File: src/rtl/ntfs_runlist_decoder_core_macros.svh
// assertion helpers shared by the rtl files
// each macro expects clk and rst_n in scope
`ifndef NTFS_RUNLIST_DECODER_CORE_MACROS_SVH
`define NTFS_RUNLIST_DECODER_CORE_MACROS_SVH

`ifndef SYNTHESIS

// same-cycle implication
`define NTFS_RL_ASSERT_IMPL(name, ante, cons) \
  name: assert property (@(posedge clk) disable iff (!rst_n) (ante) |-> (cons)) \
    else $error("ntfs runlist decoder: same-cycle check failed");

// next-cycle implication
`define NTFS_RL_ASSERT_NEXT(name, ante, cons) \
  name: assert property (@(posedge clk) disable iff (!rst_n) (ante) |=> (cons)) \
    else $error("ntfs runlist decoder: next-cycle check failed");

`else

`define NTFS_RL_ASSERT_IMPL(name, ante, cons)
`define NTFS_RL_ASSERT_NEXT(name, ante, cons)

`endif

`endif

File: src/rtl/ntfs_rl_pkg.sv
package ntfs_rl_pkg;

  // parser phases
  localparam logic [1:0] PH_HEADER = 2'd0;
  localparam logic [1:0] PH_LENGTH = 2'd1;
  localparam logic [1:0] PH_OFFSET = 2'd2;
  localparam logic [1:0] PH_ENDED  = 2'd3;

  // job kinds passed from parser to executor
  localparam logic [1:0] JOB_RUN = 2'd0;
  localparam logic [1:0] JOB_END = 2'd1;
  localparam logic [1:0] JOB_BAD = 2'd2;

  localparam logic [3:0] MAX_FIELD_BYTES = 4'd8;
  localparam logic [7:0] CPR_RESET       = 8'd1;
  localparam int         QUEUE_DEPTH_DEF = 2;

  typedef struct packed {
    logic [1:0]  kind;
    logic        clr_prev;
    logic [3:0]  osize;
    logic [63:0] len;
    logic [63:0] off;
  } job_t;

  // two's complement extension of an offset field of osize bytes
  function automatic logic [63:0] sext_offset(input logic [63:0] off, input logic [3:0] osize);
    logic [63:0] r;
    begin
      unique case (osize)
        4'd1:    r = {{56{off[7]}},  off[7:0]};
        4'd2:    r = {{48{off[15]}}, off[15:0]};
        4'd3:    r = {{40{off[23]}}, off[23:0]};
        4'd4:    r = {{32{off[31]}}, off[31:0]};
        4'd5:    r = {{24{off[39]}}, off[39:0]};
        4'd6:    r = {{16{off[47]}}, off[47:0]};
        4'd7:    r = {{8{off[55]}},  off[55:0]};
        default: r = off;
      endcase
      return r;
    end
  endfunction

endpackage

File: src/rtl/ntfs_runlist_decoder_core.sv
// ntfs data-run list decoder
// input channel: one byte of the run list per transaction (in_run_byte),
//   in_list_start marks the first byte of a new list and clears the
//   running start cluster
// output channel: one transaction per completed run with start, end and
//   record count, or one with out_list_done set for a terminator or, with
//   out_bad_header also set, for an illegal header
// cfg port: cfg_we writes cfg_wdata into clusters_per_record (0 acts as 1)
// throughput: bytes are taken one per cycle by the parser while the job
//   queue has room; the executor works on one job at a time: it pops it,
//   adds the offset, runs the byte-per-cycle divider and loads the result;
//   terminator and error jobs skip the offset add and the divider
// reset: synchronous, active low; parser waits for a header, start cluster
//   is zero, clusters_per_record is 1, queue and output register empty
// stall: a result waits in the output register while out_ready is low; the
//   executor can still pop and work on the next job, and the parser keeps
//   taking bytes until the queue fills, then drops in_ready
module ntfs_runlist_decoder_core #(
  parameter int QUEUE_DEPTH = ntfs_rl_pkg::QUEUE_DEPTH_DEF
) (
  input  logic        clk,
  input  logic        rst_n,
  input  logic        in_valid,
  output logic        in_ready,
  input  logic [7:0]  in_run_byte,
  input  logic        in_list_start,
  output logic        out_valid,
  input  logic        out_ready,
  output logic [62:0] out_start_cluster,
  output logic [62:0] out_end_cluster,
  output logic [62:0] out_record_count,
  output logic        out_list_done,
  output logic        out_bad_header,
  input  logic        cfg_we,
  input  logic [7:0]  cfg_wdata
);

  // clusters per file record, divisor for the record count
  logic [7:0] cpr_r;

  always_ff @(posedge clk) begin
    if (!rst_n) begin
      cpr_r <= ntfs_rl_pkg::CPR_RESET;
    end else if (cfg_we) begin
      cpr_r <= cfg_wdata;
    end
  end

  logic              q_full, q_empty;
  logic              push, pop;
  ntfs_rl_pkg::job_t push_job, pop_job;

  // parser stalls only when the queue is full
  assign in_ready = !q_full;

  // header / length / offset parsing, one byte per transaction
  ntfs_rl_front u_front (
    .clk        (clk),
    .rst_n      (rst_n),
    .accept     (in_valid && in_ready),
    .run_byte   (in_run_byte),
    .list_start (in_list_start),
    .push       (push),
    .job        (push_job)
  );

  // short job queue decouples parsing from run arithmetic
  ntfs_rl_queue #(
    .DEPTH (QUEUE_DEPTH)
  ) u_queue (
    .clk       (clk),
    .rst_n     (rst_n),
    .push      (push),
    .push_data (push_job),
    .pop       (pop),
    .pop_data  (pop_job),
    .full      (q_full),
    .empty     (q_empty)
  );

  // start cluster update, end cluster and record count division
  ntfs_rl_back u_back (
    .clk       (clk),
    .rst_n     (rst_n),
    .cpr       (cpr_r),
    .job_valid (!q_empty),
    .job       (pop_job),
    .job_pop   (pop),
    .out_ready (out_ready),
    .out_valid (out_valid),
    .out_start (out_start_cluster),
    .out_end   (out_end_cluster),
    .out_count (out_record_count),
    .out_done  (out_list_done),
    .out_bad   (out_bad_header)
  );

endmodule

File: src/rtl/ntfs_rl_front.sv
module ntfs_rl_front (
  input  logic               clk,
  input  logic               rst_n,
  input  logic               accept,
  input  logic [7:0]         run_byte,
  input  logic               list_start,
  output logic               push,
  output ntfs_rl_pkg::job_t  job
);

  logic [1:0]  phase_r, phase_nxt;
  logic [3:0]  lsize_r, lsize_nxt;
  logic [3:0]  osize_r, osize_nxt;
  logic [2:0]  idx_r, idx_nxt;
  logic [63:0] len_r, len_nxt;
  logic [63:0] off_r, off_nxt;
  logic        clr_pend_r, clr_pend_nxt;

  logic [1:0]  eff_phase;
  logic [3:0]  idx_inc;
  logic [63:0] byte_ins;
  logic        clr_now;

  assign eff_phase = list_start ? ntfs_rl_pkg::PH_HEADER : phase_r;
  assign idx_inc   = {1'b0, idx_r} + 4'd1;
  assign byte_ins  = {56'd0, run_byte} << {idx_r, 3'b000};
  assign clr_now   = clr_pend_r | list_start;

  always_comb begin
    phase_nxt    = phase_r;
    lsize_nxt    = lsize_r;
    osize_nxt    = osize_r;
    idx_nxt      = idx_r;
    len_nxt      = len_r;
    off_nxt      = off_r;
    clr_pend_nxt = clr_pend_r;
    push         = 1'b0;
    job.kind     = ntfs_rl_pkg::JOB_RUN;
    job.clr_prev = clr_now;
    job.osize    = osize_r;
    job.len      = len_r;
    job.off      = off_r;
    if (accept) begin
      clr_pend_nxt = clr_now;
      unique case (eff_phase)
        ntfs_rl_pkg::PH_HEADER: begin
          if (run_byte == 8'd0) begin
            push      = 1'b1;
            job.kind  = ntfs_rl_pkg::JOB_END;
            phase_nxt = ntfs_rl_pkg::PH_ENDED;
          end else if (run_byte[3:0] == 4'd0 ||
                       run_byte[3:0] > ntfs_rl_pkg::MAX_FIELD_BYTES ||
                       run_byte[7:4] > ntfs_rl_pkg::MAX_FIELD_BYTES) begin
            push      = 1'b1;
            job.kind  = ntfs_rl_pkg::JOB_BAD;
            phase_nxt = ntfs_rl_pkg::PH_ENDED;
          end else begin
            lsize_nxt = run_byte[3:0];
            osize_nxt = run_byte[7:4];
            idx_nxt   = 3'd0;
            len_nxt   = 64'd0;
            off_nxt   = 64'd0;
            phase_nxt = ntfs_rl_pkg::PH_LENGTH;
          end
        end
        ntfs_rl_pkg::PH_LENGTH: begin
          len_nxt = len_r | byte_ins;
          idx_nxt = idx_inc[2:0];
          if (idx_inc >= lsize_r) begin
            idx_nxt = 3'd0;
            if (osize_r == 4'd0) begin
              push      = 1'b1;
              job.len   = len_r | byte_ins;
              job.off   = 64'd0;
              phase_nxt = ntfs_rl_pkg::PH_HEADER;
            end else begin
              phase_nxt = ntfs_rl_pkg::PH_OFFSET;
            end
          end
        end
        ntfs_rl_pkg::PH_OFFSET: begin
          off_nxt = off_r | byte_ins;
          idx_nxt = idx_inc[2:0];
          if (idx_inc >= osize_r) begin
            idx_nxt   = 3'd0;
            push      = 1'b1;
            job.off   = off_r | byte_ins;
            phase_nxt = ntfs_rl_pkg::PH_HEADER;
          end
        end
        default: begin
          // list ended, bytes dropped until the next list start
        end
      endcase
      if (push) begin
        clr_pend_nxt = 1'b0;
      end
    end
  end

  always_ff @(posedge clk) begin
    if (!rst_n) begin
      phase_r    <= ntfs_rl_pkg::PH_HEADER;
      lsize_r    <= 4'd0;
      osize_r    <= 4'd0;
      idx_r      <= 3'd0;
      len_r      <= 64'd0;
      off_r      <= 64'd0;
      clr_pend_r <= 1'b0;
    end else begin
      phase_r    <= phase_nxt;
      lsize_r    <= lsize_nxt;
      osize_r    <= osize_nxt;
      idx_r      <= idx_nxt;
      len_r      <= len_nxt;
      off_r      <= off_nxt;
      clr_pend_r <= clr_pend_nxt;
    end
  end

endmodule

File: src/rtl/ntfs_rl_queue.sv
`include "ntfs_runlist_decoder_core_macros.svh"

module ntfs_rl_queue #(
  parameter int DEPTH = ntfs_rl_pkg::QUEUE_DEPTH_DEF
) (
  input  logic               clk,
  input  logic               rst_n,
  input  logic               push,
  input  ntfs_rl_pkg::job_t  push_data,
  input  logic               pop,
  output ntfs_rl_pkg::job_t  pop_data,
  output logic               full,
  output logic               empty
);

  localparam int PW = (DEPTH > 1) ? $clog2(DEPTH) : 1;
  localparam int CW = $clog2(DEPTH + 1);

  ntfs_rl_pkg::job_t mem_r [DEPTH];
  logic [PW-1:0] wr_ptr_r, rd_ptr_r;
  logic [CW-1:0] count_r;

  assign full     = (count_r == CW'(DEPTH));
  assign empty    = (count_r == '0);
  assign pop_data = mem_r[rd_ptr_r];

  always_ff @(posedge clk) begin
    if (push) begin
      mem_r[wr_ptr_r] <= push_data;
    end
  end

  always_ff @(posedge clk) begin
    if (!rst_n) begin
      wr_ptr_r <= '0;
      rd_ptr_r <= '0;
      count_r  <= '0;
    end else begin
      if (push) begin
        wr_ptr_r <= (wr_ptr_r == PW'(DEPTH - 1)) ? '0 : wr_ptr_r + PW'(1);
      end
      if (pop) begin
        rd_ptr_r <= (rd_ptr_r == PW'(DEPTH - 1)) ? '0 : rd_ptr_r + PW'(1);
      end
      if (push && !pop) begin
        count_r <= count_r + CW'(1);
      end else if (pop && !push) begin
        count_r <= count_r - CW'(1);
      end
    end
  end

  `NTFS_RL_ASSERT_IMPL(a_no_overflow, push, !full)
  `NTFS_RL_ASSERT_IMPL(a_no_underflow, pop, !empty)

endmodule

File: src/rtl/ntfs_rl_back.sv
`include "ntfs_runlist_decoder_core_macros.svh"

module ntfs_rl_back (
  input  logic               clk,
  input  logic               rst_n,
  input  logic [7:0]         cpr,
  input  logic               job_valid,
  input  ntfs_rl_pkg::job_t  job,
  output logic               job_pop,
  input  logic               out_ready,
  output logic               out_valid,
  output logic [62:0]        out_start,
  output logic [62:0]        out_end,
  output logic [62:0]        out_count,
  output logic               out_done,
  output logic               out_bad
);

  localparam logic [1:0] S_IDLE = 2'd0;
  localparam logic [1:0] S_ADD  = 2'd1;
  localparam logic [1:0] S_DIV  = 2'd2;
  localparam logic [1:0] S_DONE = 2'd3;

  logic [1:0]  state_r;
  logic [1:0]  kind_r;
  logic [3:0]  osize_r;
  logic [63:0] off_r;
  logic [63:0] len_m1_r;
  logic [63:0] prev_r;
  logic [63:0] start_r;
  logic [63:0] end_r;
  logic [63:0] dsh_r;
  logic [63:0] quot_r;
  logic [7:0]  rem_r;
  logic [2:0]  cnt_r;
  logic        out_valid_r;
  logic [62:0] out_start_r, out_end_r, out_count_r;
  logic        out_done_r, out_bad_r;

  logic [7:0]  div_eff;
  logic [63:0] start_nxt;
  logic [7:0]  rem_nxt;
  logic [7:0]  qbyte;
  logic        load;

  assign div_eff   = (cpr == 8'd0) ? 8'd1 : cpr;
  assign start_nxt = prev_r + ntfs_rl_pkg::sext_offset(off_r, osize_r);
  assign job_pop   = (state_r == S_IDLE) && job_valid;
  assign load      = (state_r == S_DONE) && (!out_valid_r || out_ready);

  // one quotient byte per cycle, eight restoring steps on the 8-bit remainder
  always_comb begin
    logic [8:0] t;
    logic [7:0] r;
    r = rem_r;
    qbyte = 8'd0;
    for (int i = 7; i >= 0; i--) begin
      t = {r, dsh_r[56 + i]};
      if (t >= {1'b0, div_eff}) begin
        t        = t - {1'b0, div_eff};
        qbyte[i] = 1'b1;
      end
      r = t[7:0];
    end
    rem_nxt = r;
  end

  always_ff @(posedge clk) begin
    if (!rst_n) begin
      state_r     <= S_IDLE;
      out_valid_r <= 1'b0;
      prev_r      <= 64'd0;
    end else begin
      unique case (state_r)
        S_IDLE: begin
          if (job_valid) begin
            kind_r   <= job.kind;
            osize_r  <= job.osize;
            off_r    <= job.off;
            dsh_r    <= job.len;
            len_m1_r <= job.len - 64'd1;
            if (job.clr_prev) begin
              prev_r <= 64'd0;
            end
            state_r <= (job.kind == ntfs_rl_pkg::JOB_RUN) ? S_ADD : S_DONE;
          end
        end
        S_ADD: begin
          start_r <= start_nxt;
          prev_r  <= start_nxt;
          rem_r   <= 8'd0;
          cnt_r   <= 3'd0;
          state_r <= S_DIV;
        end
        S_DIV: begin
          if (cnt_r == 3'd0) begin
            end_r <= start_r + len_m1_r;
          end
          rem_r   <= rem_nxt;
          quot_r  <= {quot_r[55:0], qbyte};
          dsh_r   <= {dsh_r[55:0], 8'd0};
          cnt_r   <= cnt_r + 3'd1;
          if (cnt_r == 3'd7) begin
            state_r <= S_DONE;
          end
        end
        S_DONE: begin
          if (load) begin
            state_r <= S_IDLE;
          end
        end
        default: state_r <= S_IDLE;
      endcase

      if (load) begin
        out_valid_r <= 1'b1;
      end else if (out_ready) begin
        out_valid_r <= 1'b0;
      end
    end
  end

  always_ff @(posedge clk) begin
    if (load) begin
      if (kind_r == ntfs_rl_pkg::JOB_RUN) begin
        out_start_r <= start_r[62:0];
        out_end_r   <= end_r[62:0];
        out_count_r <= quot_r[62:0];
        out_done_r  <= 1'b0;
        out_bad_r   <= 1'b0;
      end else begin
        out_start_r <= 63'd0;
        out_end_r   <= 63'd0;
        out_count_r <= 63'd0;
        out_done_r  <= 1'b1;
        out_bad_r   <= (kind_r == ntfs_rl_pkg::JOB_BAD);
      end
    end
  end

  assign out_valid = out_valid_r;
  assign out_start = out_start_r;
  assign out_end   = out_end_r;
  assign out_count = out_count_r;
  assign out_done  = out_done_r;
  assign out_bad   = out_bad_r;

  `NTFS_RL_ASSERT_NEXT(a_pop_leaves_idle, job_pop, state_r != S_IDLE)
  `NTFS_RL_ASSERT_IMPL(a_rem_below_div, state_r == S_DIV, rem_r < div_eff)
  `NTFS_RL_ASSERT_NEXT(a_load_sets_valid, load, out_valid_r)

endmodule

File: config.mk
export PLATFORM = sky130hd
export DESIGN_NAME = ntfs_runlist_decoder_core
export DESIGN_NICKNAME = d
export VERILOG_FILES = /design/src/rtl/ntfs_rl_pkg.sv /design/src/rtl/ntfs_runlist_decoder_core.sv /design/src/rtl/ntfs_rl_front.sv /design/src/rtl/ntfs_rl_queue.sv /design/src/rtl/ntfs_rl_back.sv
export VERILOG_INCLUDE_DIRS = /design/src /design/src/rtl
export SDC_FILE = /design/constraint.sdc
export NUM_CORES = 2
export LEC_CHECK = 0
export BUFFER_PORTS_ARGS = -buffer_cell sky130_fd_sc_hd__buf_2
export CAP_MARGIN = 30
export CORE_ASPECT_RATIO = 0.8
export CORE_MARGIN = 2
export CORE_UTILIZATION = 50
export DETAILED_ROUTE_END_ITERATION = 8
export GPL_TIMING_DRIVEN = 0
export PLACE_DENSITY = 0.69
export SYNTH_ARGS = -nofsm -noshare
export SYNTH_HDL_FRONTEND = slang
export SYNTH_SLANG_ARGS = --single-unit
File: constraint.sdc
create_clock -name clk -period 16.4 [get_ports clk]
set_clock_uncertainty 0.05 [all_clocks]
set_input_delay 2.46 -clock clk [delete_from_list [all_inputs] [get_ports clk]]
set_output_delay 2.46 -clock clk [all_outputs]
set_load 0.005 [all_outputs]
==> results.cfg <==
[sta]
tightest_slew_ns = 1.07
setup_violations = 0
max-slew-margin-rel = 0.289
period_share = 0.968
fmax_mhz = 63.0
final-hold-violation-count = 0
fin_crit_ns = 15.88
slew_viol_final = 0
fin_setup_tns_ns = 0
setup_ws_ns = 0.520

[drt]
wl_per_cell_um = 21.6
dr.pass1.iters = 6
wl_um = 132000
ant_nets = 0
first_iter_violations = 3637
drc_errors = 0
vias = 34626
drt-vias-per-instance = 5.65

[clocking]
cts.root.buffer_cell = clkbuf_16
ctsHoldBuffers = 0
clkTransAtPathRegs_ns = 0.06
clock_path_buffers = 3
tritoncts = done
htreeDepth = 3
cts_buffers = 105
cts.sinks = 1075
insertion_delay_ns = 0.69

[critical_path]
reg2reg_setup_slack_ns = 0.52
cp-endpoint = u_back.rem_r[2]
arrival_ns = 16.25
r2r-end = u_back.rem_r[2]
r2r-start = cpr_r[3]
cp.depth = 86
path_class = reg -> reg
critical_path.max_fanout = 8
cp-startpoint = cpr_r[3]
critical_path_buf_inv_count = 12
slowest_delay_ns = 0.41
critPathRequiredTime_ns = 16.77
crit_path_end_kind = flop
crit_path_start_kind = flop
cp_top_family = compound AO/OA/AOI/OAI gates
cp_slowest_cell = a311o_2
r2r_cells = 86
cpMostUsedCell = o21ai_2

[final_layout]
areaGrowthSynthToFinish_pct = 17.0
fin_cells = 6125
largest-register = u_queue.mem_r
final_core_util = 0.589
largest_reg_flops = 268
mostFrequentLayoutCells = 855 x edfxtp_1, 532 x nor2_1, 391 x a21oi_1
reg_top3 = u_queue.mem_r x268, u_back.dsh_r x64, u_front.len_r x64
finalNetCount = 4948
final_common_cell = edfxtp_1
final_layout_size_suffix_gt1_frac = 0.164

[synthesis]
yosysWarnings = 0
synth-edff-count = 855
synth_cells = 4252
syn_area_um2 = 50500
synth-main-ff-cell = edfxtp_1
async_flop_share = 0
synth_cell_types = 86
syn_avg_cell_area_um2 = 11.9
syn_nets = 4494
synth-seq-area-share = 0.596
ys_ff_latch = 1075

[place]
place_ws_ns = -2.90
hpwl_um = 98900
dpl.cell_count = 5832
place_congestion = 0.931
port_buffers = 213

[floorplanning]
die_area_um2 = 104000
io_pins = 215
rows = 104
initial_core_util = 0.503
die_x_um = 359
core-area_um2 = 100000
dieHeight_um = 288

[global_route]
grt_usage = 0.248
grt_first_pass_wirelength_um = 194000
gr-total-overflow = 0
grt_pass1_vias = 31964
antenna_found_initial = 10
grt_max_degree = 40

[run]
max_cap_violations = 0

[min_path]
min_path_cells = 0
hp-class = reg -> reg

[outcome]
status = finished clean
## kinds of logic (layout without fill, tap and decap cells)
logic type,Yosys count,after routing,share of synthesized area
AND/OR/NAND/NOR,1256,1256,0.119
buffers and inverters,283,827,0.0218
AO/OA/AOI/OAI,968,968,0.120
adder cells (fa/ha/maj),220,220,0.0560
multiplexers,220,220,0.0470
XOR/XNOR,230,230,0.0399
flip-flops,1075,1075,0.596
other,0,4,0
## final cells by class
type,count,area [um^2]
multi-input combinational,2894,19900
sequential,1075,30100
timing repair buffer,349,2530
clock buffer,139,3000
buffer,162,652
inverter,119,468
tap,1325,1660
antenna,4,10.0
clock inverter,58,763
fill,8002,41300
## routing by layer
layer / vias up / wire [um] / share of wire / track usage
met2: 1383 / 55000 / 0.42 / 0.353
met3: 198 / 13000 / 0.099 / 0.0634
met4: 2 / 3280 / 0.025 / 0.0685
li1: 16414 / - / - / -
met5: - / 13 / 0.000098 / 0
met1: 16629 / 60900 / 0.46 / 0.374
## how the worst min path moves through the flow
stage,start,to
3_3_place_gp,u_back.quot_r[1],u_back.quot_r[9]
3_5_place_dp,u_back.quot_r[1],u_back.quot_r[9]
4_1_cts,u_back.quot_r[29],u_back.quot_r[37]
5_1_grt,u_back.quot_r[29],u_back.quot_r[37]
6_report,u_back.quot_r[30],u_back.quot_r[38]
2_1_floorplan,u_back.quot_r[2],u_back.quot_r[10]
## synth_stat cells (8+ instances only)
cell type    n  area (um^2)
a21o_1     186         1400
and3_1      24          150
nand3_1     46          230
nand4_1     25          156
o21a_1      27          203
a22oi_1     48          360
or3_1       12         75.1
nor3_1      78          390
a31o_2       8         70.1
o31ai_1      8         60.1
ha_1       210         2630
nor4_1       8         50.1
nor3b_1     10         75.1
nor2_1     539         2020
and2_1     206         1290
fa_1        10          200
o21ai_0    139          696
nand2b_1    50          313
dfxtp_1    220         4400
mux2i_1     89          891
or2_2       14         87.6
o21bai_1    24          180
a21boi_0    14          105
xnor2_1    129         1130
a31oi_1     22          138
a21oi_1    398         1990
clkbuf_1   146          548
edfxtp_1   855        25700
nand3b_1     8         60.1
xor2_1     101          885
mux2_2     128         1440
inv_1      115          432
nand2_1    165          619
a211oi_1    13         97.6
nor2b_1     45          282
## stage by stage
step                      hold slack (ns)  area (um^2)
after floorplan                     0.367        50500
after global placement              0.372        53200
after detailed placement            0.374        54000
after CTS                           0.375        58400
after global routing                0.375        59100
final                               0.379        59100
## timing repair
item	in CTS	in global routing
resized for setup	79	59
endpoints found under the hold margin	0	0
endpoints found under the setup margin	9	9
cloned	2	1
buffers inserted	48	41
pin swaps	39	55
Power is left out: the tool's default activity adds up to more than one toggle a clock period on the data nets, which glitch-free logic cannot reach.
